<file path="config.mk">
export PLATFORM = sky130hd
export DESIGN_NAME = warmup_moving_average
export DESIGN_NICKNAME = d
export VERILOG_FILES = /design/src/design/wma_pkg.sv /design/src/design/warmup_moving_average.sv /design/src/design/wma_ram.sv /design/src/design/wma_fifo.sv /design/src/design/wma_front.sv /design/src/design/wma_back.sv
export SDC_FILE = /design/constraint.sdc
export NUM_CORES = 1
export LEC_CHECK = 0
export ABC_AREA = 1
export BUFFER_PORTS_ARGS = -buffer_cell sky130_fd_sc_hd__buf_2
export CAP_MARGIN = 30
export CORE_MARGIN = 5
export CORE_UTILIZATION = 25
export DETAILED_ROUTE_END_ITERATION = 7
export HOLD_SLACK_MARGIN = 0.08
export PLACE_DENSITY_LB_ADDON = 0.05
export SYNTH_ARGS = -nofsm -noshare
export SYNTH_HDL_FRONTEND = slang
export SYNTH_SLANG_ARGS = --single-unit
export TNS_END_PERCENT = 30
</file>
<file path="constraint.sdc">
create_clock -name clk_i -period 10.04 [get_ports clk_i]
set_input_delay 1.506 -clock clk_i [delete_from_list [all_inputs] [get_ports clk_i]]
set_output_delay 1.506 -clock clk_i [all_outputs]
set_load 0.01 [all_outputs]
</file>
<file path="src/design/wma_pkg.sv">
// Shared constants and types for the warm-up moving average filter.
package wma_pkg;

  // Fixed width of one speed sample and of one mean
  localparam int unsigned SampleW = 16;

  // Execution sequencer states, one-hot
  typedef enum logic [3:0] {
    StIdle = 4'b0001,
    StRead = 4'b0010,
    StDiv  = 4'b0100,
    StDone = 4'b1000
  } back_state_e;

endpackage

</file>
<file path="src/design/warmup_moving_average.sv">
// A transferred sample waits in the two-entry queue; the back end then reads its ring slot,
// updates the running sum, divides and registers the mean on mean_o.
// The back end takes a new sample only from idle, after its last mean has been registered, so
// the one-bit-per-cycle restoring divider sets throughput; a two-entry queue absorbs bursts.
// Reset clears the slot pointer, fill count, running sum and all handshake state at once;
// ring slots are never cleared, since a slot's old value is ignored until it has been written.
module warmup_moving_average #(
  parameter int unsigned WINDOW = 10
) (
  input  logic                               clk_i,
  input  logic                               rst_ni,
  input  logic                               sample_valid_i,
  output logic                               sample_stall_o,
  input  logic signed [wma_pkg::SampleW-1:0] sample_i,
  output logic                               mean_valid_o,
  input  logic                               mean_stall_i,
  output logic signed [wma_pkg::SampleW-1:0] mean_o
);
  import wma_pkg::*;

  localparam int unsigned PosW   = $clog2(WINDOW);
  localparam int unsigned CntW   = $clog2(WINDOW + 1);
  localparam int unsigned EntryW = SampleW + PosW + 1 + CntW;

  logic                push_valid, push_stall;
  logic [SampleW-1:0]  push_sample;
  logic [PosW-1:0]     push_pos;
  logic                push_replace;
  logic [CntW-1:0]     push_divisor;
  logic                q_valid, q_stall;
  logic [EntryW-1:0]   q_data;

  wma_front #(
    .Window (WINDOW)
  ) u_front (
    .clk_i          (clk_i),
    .rst_ni         (rst_ni),
    .sample_valid_i (sample_valid_i),
    .sample_stall_o (sample_stall_o),
    .sample_i       (sample_i),
    .push_valid_o   (push_valid),
    .push_stall_i   (push_stall),
    .push_sample_o  (push_sample),
    .push_pos_o     (push_pos),
    .push_replace_o (push_replace),
    .push_divisor_o (push_divisor)
  );

  wma_fifo #(
    .Width (EntryW)
  ) u_queue (
    .clk_i       (clk_i),
    .rst_ni      (rst_ni),
    .in_valid_i  (push_valid),
    .in_stall_o  (push_stall),
    .in_data_i   ({push_sample, push_pos, push_replace, push_divisor}),
    .out_valid_o (q_valid),
    .out_stall_i (q_stall),
    .out_data_o  (q_data)
  );

  wma_back #(
    .Window (WINDOW)
  ) u_back (
    .clk_i        (clk_i),
    .rst_ni       (rst_ni),
    .q_valid_i    (q_valid),
    .q_stall_o    (q_stall),
    .q_sample_i   (q_data[EntryW-1 -: SampleW]),
    .q_pos_i      (q_data[CntW+1 +: PosW]),
    .q_replace_i  (q_data[CntW]),
    .q_divisor_i  (q_data[CntW-1:0]),
    .mean_valid_o (mean_valid_o),
    .mean_stall_i (mean_stall_i),
    .mean_o       (mean_o)
  );

endmodule

</file>
<file path="src/design/wma_ram.sv">
// Generic single-write, single-read RAM with registered read data.
module wma_ram #(
  parameter int unsigned Width = 16,
  parameter int unsigned Depth = 10
) (
  input  logic                     clk_i,
  input  logic                     we_i,
  input  logic [$clog2(Depth)-1:0] waddr_i,
  input  logic [Width-1:0]         wdata_i,
  input  logic                     re_i,
  input  logic [$clog2(Depth)-1:0] raddr_i,
  output logic [Width-1:0]         rdata_o
);

  logic [Width-1:0] mem_q [Depth];
  logic [Width-1:0] rdata_q;

  // Write port
  always_ff @(posedge clk_i) begin
    if (we_i) begin
      mem_q[waddr_i] <= wdata_i;
    end
  end

  // Registered read port
  always_ff @(posedge clk_i) begin
    if (re_i) begin
      rdata_q <= mem_q[raddr_i];
    end
  end

  assign rdata_o = rdata_q;

endmodule

</file>
<file path="src/design/wma_fifo.sv">
// Two-entry queue between the classifying front and the executing back.
module wma_fifo #(
  parameter int unsigned Width = 8
) (
  input  logic             clk_i,
  input  logic             rst_ni,
  input  logic             in_valid_i,
  output logic             in_stall_o,
  input  logic [Width-1:0] in_data_i,
  output logic             out_valid_o,
  input  logic             out_stall_i,
  output logic [Width-1:0] out_data_o
);

  logic [Width-1:0] entry_q [2];
  logic             wr_ptr_q, wr_ptr_d;
  logic             rd_ptr_q, rd_ptr_d;
  logic [1:0]       count_q, count_d;
  logic             push, pop;

  assign in_stall_o  = (count_q == 2'd2);
  assign out_valid_o = (count_q != 2'd0);
  assign out_data_o  = entry_q[rd_ptr_q];

  assign push = in_valid_i && !in_stall_o;
  assign pop  = out_valid_o && !out_stall_i;

  // Advance pointers and occupancy
  always_comb begin
    wr_ptr_d = push ? !wr_ptr_q : wr_ptr_q;
    rd_ptr_d = pop ? !rd_ptr_q : rd_ptr_q;
    count_d  = count_q;
    if (push && !pop) begin
      count_d = count_q + 2'd1;
    end else if (pop && !push) begin
      count_d = count_q - 2'd1;
    end
  end

  always_ff @(posedge clk_i or negedge rst_ni) begin
    if (!rst_ni) begin
      wr_ptr_q <= 1'b0;
      rd_ptr_q <= 1'b0;
      count_q  <= 2'd0;
    end else begin
      wr_ptr_q <= wr_ptr_d;
      rd_ptr_q <= rd_ptr_d;
      count_q  <= count_d;
    end
  end

  // Store pushed entries
  always_ff @(posedge clk_i) begin
    if (push) begin
      entry_q[wr_ptr_q] <= in_data_i;
    end
  end

endmodule

</file>
<file path="src/design/wma_front.sv">
// Front end: accepts samples and tags each with its ring slot and divisor.
module wma_front #(
  parameter int unsigned Window = 10
) (
  input  logic                               clk_i,
  input  logic                               rst_ni,
  input  logic                               sample_valid_i,
  output logic                               sample_stall_o,
  input  logic signed [wma_pkg::SampleW-1:0] sample_i,
  output logic                               push_valid_o,
  input  logic                               push_stall_i,
  output logic        [wma_pkg::SampleW-1:0] push_sample_o,
  output logic        [$clog2(Window)-1:0]   push_pos_o,
  output logic                               push_replace_o,
  output logic        [$clog2(Window+1)-1:0] push_divisor_o
);
  import wma_pkg::*;

  localparam int unsigned PosW = $clog2(Window);
  localparam int unsigned CntW = $clog2(Window + 1);

  logic [PosW-1:0] pos_q, pos_d;
  logic [CntW-1:0] fill_q, fill_d;
  logic            full;
  logic            xfer;

  assign full = (fill_q == CntW'(Window));
  assign xfer = sample_valid_i && !sample_stall_o;

  // Pass the transfer straight on to the queue
  assign push_valid_o   = sample_valid_i;
  assign sample_stall_o = push_stall_i;
  assign push_sample_o  = sample_i;
  assign push_pos_o     = pos_q;
  assign push_replace_o = full;
  assign push_divisor_o = full ? fill_q : fill_q + CntW'(1);

  // Advance the slot pointer and the saturating fill count
  always_comb begin
    pos_d  = pos_q;
    fill_d = fill_q;
    if (xfer) begin
      pos_d = (pos_q == PosW'(Window - 1)) ? '0 : pos_q + PosW'(1);
      if (!full) begin
        fill_d = fill_q + CntW'(1);
      end
    end
  end

  always_ff @(posedge clk_i or negedge rst_ni) begin
    if (!rst_ni) begin
      pos_q  <= '0;
      fill_q <= '0;
    end else begin
      pos_q  <= pos_d;
      fill_q <= fill_d;
    end
  end

endmodule

</file>
<file path="src/design/wma_back.sv">
// Back end: updates the ring and running sum, then divides bit by bit.
module wma_back #(
  parameter int unsigned Window = 10
) (
  input  logic                               clk_i,
  input  logic                               rst_ni,
  input  logic                               q_valid_i,
  output logic                               q_stall_o,
  input  logic        [wma_pkg::SampleW-1:0] q_sample_i,
  input  logic        [$clog2(Window)-1:0]   q_pos_i,
  input  logic                               q_replace_i,
  input  logic        [$clog2(Window+1)-1:0] q_divisor_i,
  output logic                               mean_valid_o,
  input  logic                               mean_stall_i,
  output logic signed [wma_pkg::SampleW-1:0] mean_o
);
  import wma_pkg::*;

  localparam int unsigned PosW  = $clog2(Window);
  localparam int unsigned CntW  = $clog2(Window + 1);
  localparam int unsigned SumW  = SampleW + $clog2(Window);
  localparam int unsigned StepW = $clog2(SumW);

  back_state_e state_q, state_d;

  logic        [SampleW-1:0] sample_q;
  logic        [PosW-1:0]    pos_q;
  logic                      replace_q;
  logic        [CntW-1:0]    div_q;
  logic signed [SumW-1:0]    sum_q, sum_d;
  logic        [SumW-1:0]    dq_q, dq_d;
  logic        [CntW-1:0]    rem_q, rem_d;
  logic        [StepW-1:0]   step_q, step_d;
  logic                      neg_q, neg_d;
  logic                      out_valid_q, out_valid_d;
  logic        [SampleW-1:0] out_q, out_d;

  logic                      pop;
  logic        [SampleW-1:0] ram_rdata;
  logic signed [SampleW-1:0] old_val;
  logic signed [SampleW-1:0] new_val;
  logic                      ram_we;
  logic        [CntW:0]      trial;
  logic                      ge;
  logic        [SumW-1:0]    mag;
  logic        [SumW-1:0]    quot_s;
  logic                      out_free;

  wma_ram #(
    .Width (SampleW),
    .Depth (Window)
  ) u_ring (
    .clk_i   (clk_i),
    .we_i    (ram_we),
    .waddr_i (pos_q),
    .wdata_i (sample_q),
    .re_i    (pop),
    .raddr_i (q_pos_i),
    .rdata_o (ram_rdata)
  );

  assign q_stall_o = (state_q != StIdle);
  assign pop       = q_valid_i && (state_q == StIdle);
  assign ram_we    = (state_q == StRead);

  // Slots not yet filled since reset count as zero
  assign old_val = replace_q ? $signed(ram_rdata) : '0;
  assign new_val = $signed(sample_q);
  assign sum_d   = (state_q == StRead)
                 ? sum_q - SumW'(old_val) + SumW'(new_val) : sum_q;
  assign mag     = sum_d[SumW-1] ? (~sum_d) + SumW'(1) : sum_d;

  // One restoring divide step
  assign trial = {rem_q, dq_q[SumW-1]};
  assign ge    = (trial >= {1'b0, div_q});

  // Apply the sign to the quotient magnitude
  assign quot_s   = neg_q ? (~dq_q) + SumW'(1) : dq_q;
  assign out_free = !out_valid_q || !mean_stall_i;

  always_comb begin
    state_d     = state_q;
    dq_d        = dq_q;
    rem_d       = rem_q;
    step_d      = step_q;
    neg_d       = neg_q;
    out_valid_d = out_valid_q && mean_stall_i;
    out_d       = out_q;
    unique case (state_q)
      StIdle: begin
        if (q_valid_i) begin
          state_d = StRead;
        end
      end
      StRead: begin
        neg_d   = sum_d[SumW-1];
        dq_d    = mag;
        rem_d   = '0;
        step_d  = StepW'(SumW - 1);
        state_d = StDiv;
      end
      StDiv: begin
        dq_d  = {dq_q[SumW-2:0], ge};
        rem_d = ge ? CntW'(trial - {1'b0, div_q}) : trial[CntW-1:0];
        if (step_q == '0) begin
          state_d = StDone;
        end else begin
          step_d = step_q - StepW'(1);
        end
      end
      StDone: begin
        if (out_free) begin
          out_valid_d = 1'b1;
          out_d       = quot_s[SampleW-1:0];
          state_d     = StIdle;
        end
      end
      default: state_d = StIdle;
    endcase
  end

  always_ff @(posedge clk_i or negedge rst_ni) begin
    if (!rst_ni) begin
      state_q     <= StIdle;
      sum_q       <= '0;
      out_valid_q <= 1'b0;
    end else begin
      state_q     <= state_d;
      sum_q       <= sum_d;
      out_valid_q <= out_valid_d;
    end
  end

  // Hold item fields and divider datapath
  always_ff @(posedge clk_i) begin
    if (pop) begin
      sample_q  <= q_sample_i;
      pos_q     <= q_pos_i;
      replace_q <= q_replace_i;
      div_q     <= q_divisor_i;
    end
    dq_q   <= dq_d;
    rem_q  <= rem_d;
    step_q <= step_d;
    neg_q  <= neg_d;
    out_q  <= out_d;
  end

  assign mean_valid_o = out_valid_q;
  assign mean_o       = $signed(out_q);

endmodule

</file>
Word level (Yosys, flattened, before mapping)
Memories as Yosys holds them, arrays and structs flattened. A register that Yosys moved wholly into a read port is not among the register bits.
Cells that the tools add are included.

operators by class
  $add $sub $neg = 10
  magnitude comparators = 1
  eq/ne operators = 12
  muxes and demuxes = 23
  bitwise logic cells = 2
  reduce and logical (&&, ||, !) cells = 22

operators by type and width
  kind                                                   count
  2-to-1 mux 20 bit                                      2
  case mux 20 bit (2 select lines)                       1
  2-to-1 mux 16 bit                                      2
  2-to-1 mux 4 bit                                       6
  adder 20 x 16 -> 20 bit                                1
  adder 20 x 2 -> 20 bit, second input constant          1
  NOT 20 bit                                             1
  subtractor 20 x 16 -> 20 bit                           1
  adder 16 x 1 -> 16 bit, second input constant          1
  NOT 16 bit                                             1
  case mux 4 bit (4 select lines)                        1
  == test 4 bit, second input constant                   3
  case mux 5 bit (2 select lines)                        1
  adder 4 x 1 -> 4 bit, second input constant            2
  logical NOT 1 bit                                      8
  case mux 4 bit (2 select lines)                        1
  logical AND 1 bit                                      6
  2-to-1 mux 1 bit                                       6
  inequality test 2 x 1 -> 1 bit, second input constant  3
  nonzero test 2 bit                                     3
  greater-or-equal comparator 5 x 4 -> 1 bit             1
  logical NOT 5 bit                                      1
  2-to-1 mux 5 bit                                       1
  subtractor 5 x 1 -> 5 bit, second input constant       1
  13 further kinds                                       15

word-level totals
  register bits = 108
  RAM bits = 210
  input bits = 20
  output and inout port bits = 18
  memories = 2

memories
  memory               depth  bits a word  read ports  clocked after Yosys merged registers in  wr ports  RTL line        text
  u_back.u_ring.mem_q  10     16           1           1                                        1         wma_ram.sv:15   logic [Width-1:0] mem_q [Depth];
  u_queue.entry_q      2      25           1           0                                        1         wma_fifo.sv:15  logic [Width-1:0] entry_q [2];

Longest topological paths before layout
  depth after elaboration = 8
  gate-level depth with buffers = 25
  gate-level depth less buffers = 24

By module
A second synthesis with hierarchy kept.

second synthesis, totals
  cell total of the unflattened synthesis = 1,686
  area, all modules = 16,418.2 um^2

modules (own cells, without submodules)
  module     instances  cells each  area an instance (um^2)  sequential area each (um^2)
  wma_ram    1          647         7,293.2                  5,285.1
  wma_back   1          799         6,457.4                  2,758.9
  wma_fifo   1          163         2,080.7                  1,601.5
  wma_front  1          77          586.8                    200.2

Least setup slack after synthesis
No wires, ideal clock.

  kind = in2reg
  start point = in mean_stall_i
  end point = reg u_queue.count_q[1]
  data arrival time = 4,466 ps
  required time = 9,909 ps
  setup slack = 5,443 ps
  cell stages on the path = 10
  buffers on the path = 0
  path through = nand2_1 inv_1 nand2_1 nand3_1 nor2_1 inv_1 ha_1 a21oi_1 o21ai_0 xor2_1

RTL lines
  what                  RTL line                     text
  start, declared       warmup_moving_average.sv:16  input logic mean_stall_i,
  end signal, assigned  wma_fifo.sv:48               count_q <= count_d;
  end, declared         wma_fifo.sv:18               logic [1:0] count_q, count_d;

Worst setup path in the final report
  start point = reg u_back.sample_q[9], in the netlist u_back.new_val[9]
  end point = reg u_back.dq_q[18], data pin

between the ends
  word-level cells in the longest chain between the ends = 6

RTL lines
  what                                  RTL line         text
  start, declared                       wma_back.sv:26   logic [SampleW-1:0] sample_q;
  start signal, assigned                wma_back.sv:137  sample_q <= q_sample_i;
  adder 20 x 16 -> 20 bit (*)           wma_back.sv:70   ? sum_q - SumW'(old_val) + SumW'(new_val) : sum_q;
  2-to-1 mux 20 bit (*)                 wma_back.sv:70
  NOT 20 bit                            wma_back.sv:71   assign mag = sum_d[SumW-1] ? (~sum_d) + SumW'(1) : sum_d;
  adder 20 x 2 -> 20 bit                wma_back.sv:71
  2-to-1 mux 20 bit (*)                 wma_back.sv:71
  case mux 20 bit (2 select lines) (*)  wma_back.sv:89   unique case (state_q)
  via u_back.dq_d[18]                   wma_back.sv:31   logic [SumW-1:0] dq_q, dq_d;
  end signal, assigned                  wma_back.sv:142  dq_q <= dq_d;
  end, declared                         wma_back.sv:31

The timed path passes the listed nets; every way through them passes the cells marked *.
A chain may end at the register's enable or synchronous reset.

==> impl_summary.log <==
[metrics] result of the run: complete, no violations
[metrics] total half-perimeter wirelength after legalization and detailed placement: 27600 µm
[metrics] Hold WC Path Type: reg2reg
[metrics] Layout area overhead: 16.5%
[metrics] Detailed Route Iter0 Violations: 541
[metrics] Worst EP required: 10.33 ns
[metrics] kind of end point of the critical path: register
[metrics] CTS H-Tree Depth: 2
[metrics] final setup vio count: 0
[metrics] Remaining DRCs: 0
[metrics] starting density of the core: 25.2%
[metrics] nets in the synthesized netlist: 1584
[metrics] WP data arrival: 4.16 ns
[metrics] number of instances in the synthesized netlist: 1512
[metrics] clk sinks: 334
[metrics] clk_skew: 0.0177 ns
[metrics] final number of max-transition violations: 0
[metrics] fraction of layout cells with a size suffix above 1: 11.1%
[metrics] final standard cell count with taps included and fillers excluded: 2436
[metrics] relative max-transition margin: 35.5%
[metrics] crit share post-route: 38.5%
[metrics] I/O pin cnt: 38
[metrics] number of antenna-violating nets in the routed design: 0
[metrics] total of cells resized after clock tree synthesis: 0
[metrics] area of the die: 0.0686 mm²
[metrics] final worst path period need: 3.87 ns
[metrics] proportion of synthesized chip area in sequential cells: 62.1%
[metrics] fraction of synthesis flops using an asynchronous set or reset pin: 11.1%
[metrics] kind of start point of the critical path: register
[metrics] Hold Fails Final Rpt: 0
[metrics] post-detailed-route wirelength per cell: 17.7 µm
[metrics] Reg clk slew, reported paths: 0.05 ns
[metrics] Max Freq: 258 MHz
[metrics] vias per inst: 4.27
[metrics] area inside the core boundary: 0.0630 mm²
[metrics] global-route wire length before repair: 67400 µm
[metrics] top fanout value on the critical path: 11
[metrics] dominant register cell in the synthesized netlist: edfxtp_1
[metrics] final-layout setup total negative slack: 0 ns
[metrics] Synth cell types: 44
[metrics] warning count from the yosys run: 0
[metrics] cts-stage hold buffer count: 0
[metrics] row cnt: 92
[metrics] worst-skew pair later-pin latency: 0.56 ns
[metrics] Vert. Die Dim: 262 µm
[metrics] via count of the first global-routing pass: 10930
[metrics] placed instance count: 2363
[metrics] number of buffers between clock root and the deepest sink: 3
[metrics] CTS Root Cell: clkbuf_16
[metrics] Detailed Routing Iterations Pass 1: 5
[metrics] number of buffer cells added on primary ports: 37
[metrics] CTS Buf Count: 42
[metrics] count of flip-flops with a built-in enable after synthesis: 297
[metrics] cell area after technology mapping: 0.0159 mm²
[metrics] number of nets in the layout: 1633
[metrics] synthesized flop and latch total: 334
[metrics] final WL: 43200 µm
[metrics] RSZ-0062 raised after global routing: false
[metrics] TritonCTS clock tree: yes
[metrics] via total after detailed routing: 10390
[metrics] largest net degree at the start of global routing: 87
[metrics] routability-driven placement congestion ratio: 0.770
[metrics] average size of a mapped cell: 10.5 µm²
[metrics] max cap viols: 0
[metrics] antenna violations before repair: 2
[metrics] worst-margin pin slew: 0.968 ns
[metrics] global-route usage over all layers: 12.9%
[metrics] ant diodes: 0
[metrics] horizontal die dimension: 262 µm
[metrics] WS Path Type: reg2reg
[metrics] setup bufs post-CTS: 0
[metrics] overall overflow remaining after global route: 0
worst paths after layout:
path                                        start                   to  slack (ns)  cells past startpoint
min                        u_queue.entry_q[0][18]    u_back.new_val[9]        0.50                      2
max in group asynchronous                  rst_ni     u_back.sum_q[18]        8.69                      2
min reg2reg                u_queue.entry_q[0][18]    u_back.new_val[9]        0.50                      2
min in group asynchronous                  rst_ni  u_back.mean_valid_o        0.86                      1
max reg2reg                     u_back.new_val[9]      u_back.dq_q[18]        6.17                     17
max                             u_back.new_val[9]      u_back.dq_q[18]        6.17                     17
cell type report:
cell class / count / area, µm²
repair buffers: 60 / 390
fillers: 6552 / 44500
multi-input cells: 895 / 5000
inverters: 228 / 856
clock inverters: 21 / 198
flip-flops and latches: 334 / 9850
clock buffers: 52 / 1130
well taps: 846 / 1060
routing by layer:
metal / track usage (%) / vias up / routed length (µm)
met5: 0 / - / 0
met1: 17.8 / 4970 / 20600
met3: 2.32 / 56 / 1640
li1: - / 5215 / -
met4: 2.77 / 0 / 804
met2: 21.3 / 149 / 20200
Yosys cell counts, types with 3 or more instances:
cell      count  area [µm²]
nand2_2      10        62.6
buf_2        11        55.1
o211ai_1     15         113
o221ai_1      5        43.8
o31ai_1      13        97.6
xnor2_1       9        78.8
ha_1         32         400
nand2_1     308        1160
o21ai_1       6        30.0
o21bai_1      3        22.5
nand3_1      75         375
o21ai_0      97         485
nor2_2        7        43.8
nor2_4        3        33.8
nor2_1       99         372
fa_1         20         400
nor3_1       18        90.1
o32ai_1      15         131
nor4_1        7        43.8
clkbuf_1     34         128
or2_2         4        25.0
buf_1         5        18.8
buf_4         3        22.5
nand4_1       8        50.1
edfxtp_1    297        8920
xor2_1       24         210
a21oi_1     103         515
inv_1       222         833
nand3_2       3        30.0
dfrtp_1      36         901
inv_2         4        15.0
cell families after synthesis:
logic type                 share of synthesized area, %
DFF                                                62.1
adders and majority gates                          5.05
buffers and inverters                              6.95
and+or+nand+nor                                    14.7
AOI/OAI and AO/OA                                  9.36
xor gates and xnor gates                           1.82
muxes                                            0.0631
stage by stage:
stage,worst slack [ns],utilization (%),hold WS (ns),instance area [µm²]
floorplan,5.44,-,0.451,15900
global placement,6.10,27.2,0.484,17100
detailed placement,6.12,27.2,0.494,17200
CTS,6.09,29.3,0.507,18500
global route,5.71,29.3,0.530,18500
finish,6.17,29.3,0.503,18500
layout by cell type (no fill, tap or decap), types with 13 or more instances in the layout:
cell       Yosys  final
o32ai_1       15     15
xor2_1        24     24
nor2_1        99     92
o21ai_0       97     96
dfrtp_1       36     36
o211ai_1      15     15
clkbuf_16      0     43
nor3_1        18     16
o31ai_1       13     13
edfxtp_1     297    297
ha_1          32     32
a21oi_1      103    103
nand3_1       75     75
inv_1        222    221
fa_1          20     20
buf_4          3     21
buf_2         11     37
nand2_2       10     13
nand2_1      308    305
flip-flops by register name, indices dropped and copies added, names as in the netlist:
name                   count
u_queue.entry_q           50
u_back.rem_q               4
u_back.replace_q           1
u_back.u_ring.rdata_o     16
u_back.mean_valid_o        1
u_queue.count_q            2
u_front.push_pos_o         4
u_back.div_q               4
u_queue.wr_ptr_q           1
u_back.u_ring.mem_q      160
u_front.fill_q             4
u_back.sum_q              20
u_back.step_q              5
u_back.pos_q               4
u_back.dq_q               20
u_back.neg_q               1
u_queue.rd_ptr_q           1
u_back.new_val            16
u_back.state_q             4
u_back.mean_o             16
critical path, stage by stage (launching register included):
cell and delay [ns]:
edfxtp_1 0.73, inv_1 0.16, fa_1 0.56, inv_1 0.04, ha_1 0.37, nand2_1 0.12
nor2_1 0.30, nand3_1 0.19, nand4_1 0.14, nand3_1 0.10, nand2_1 0.15, nand2_1 0.13
nor2_1 0.16, nand2_1 0.08, nand2_2 0.11, nand3_1 0.09, nand3_1 0.09, nand2_1 0.08
Power is left out: the tool's default activity adds up to more than one toggle a clock period on the data nets, which glitch-free logic cannot reach.
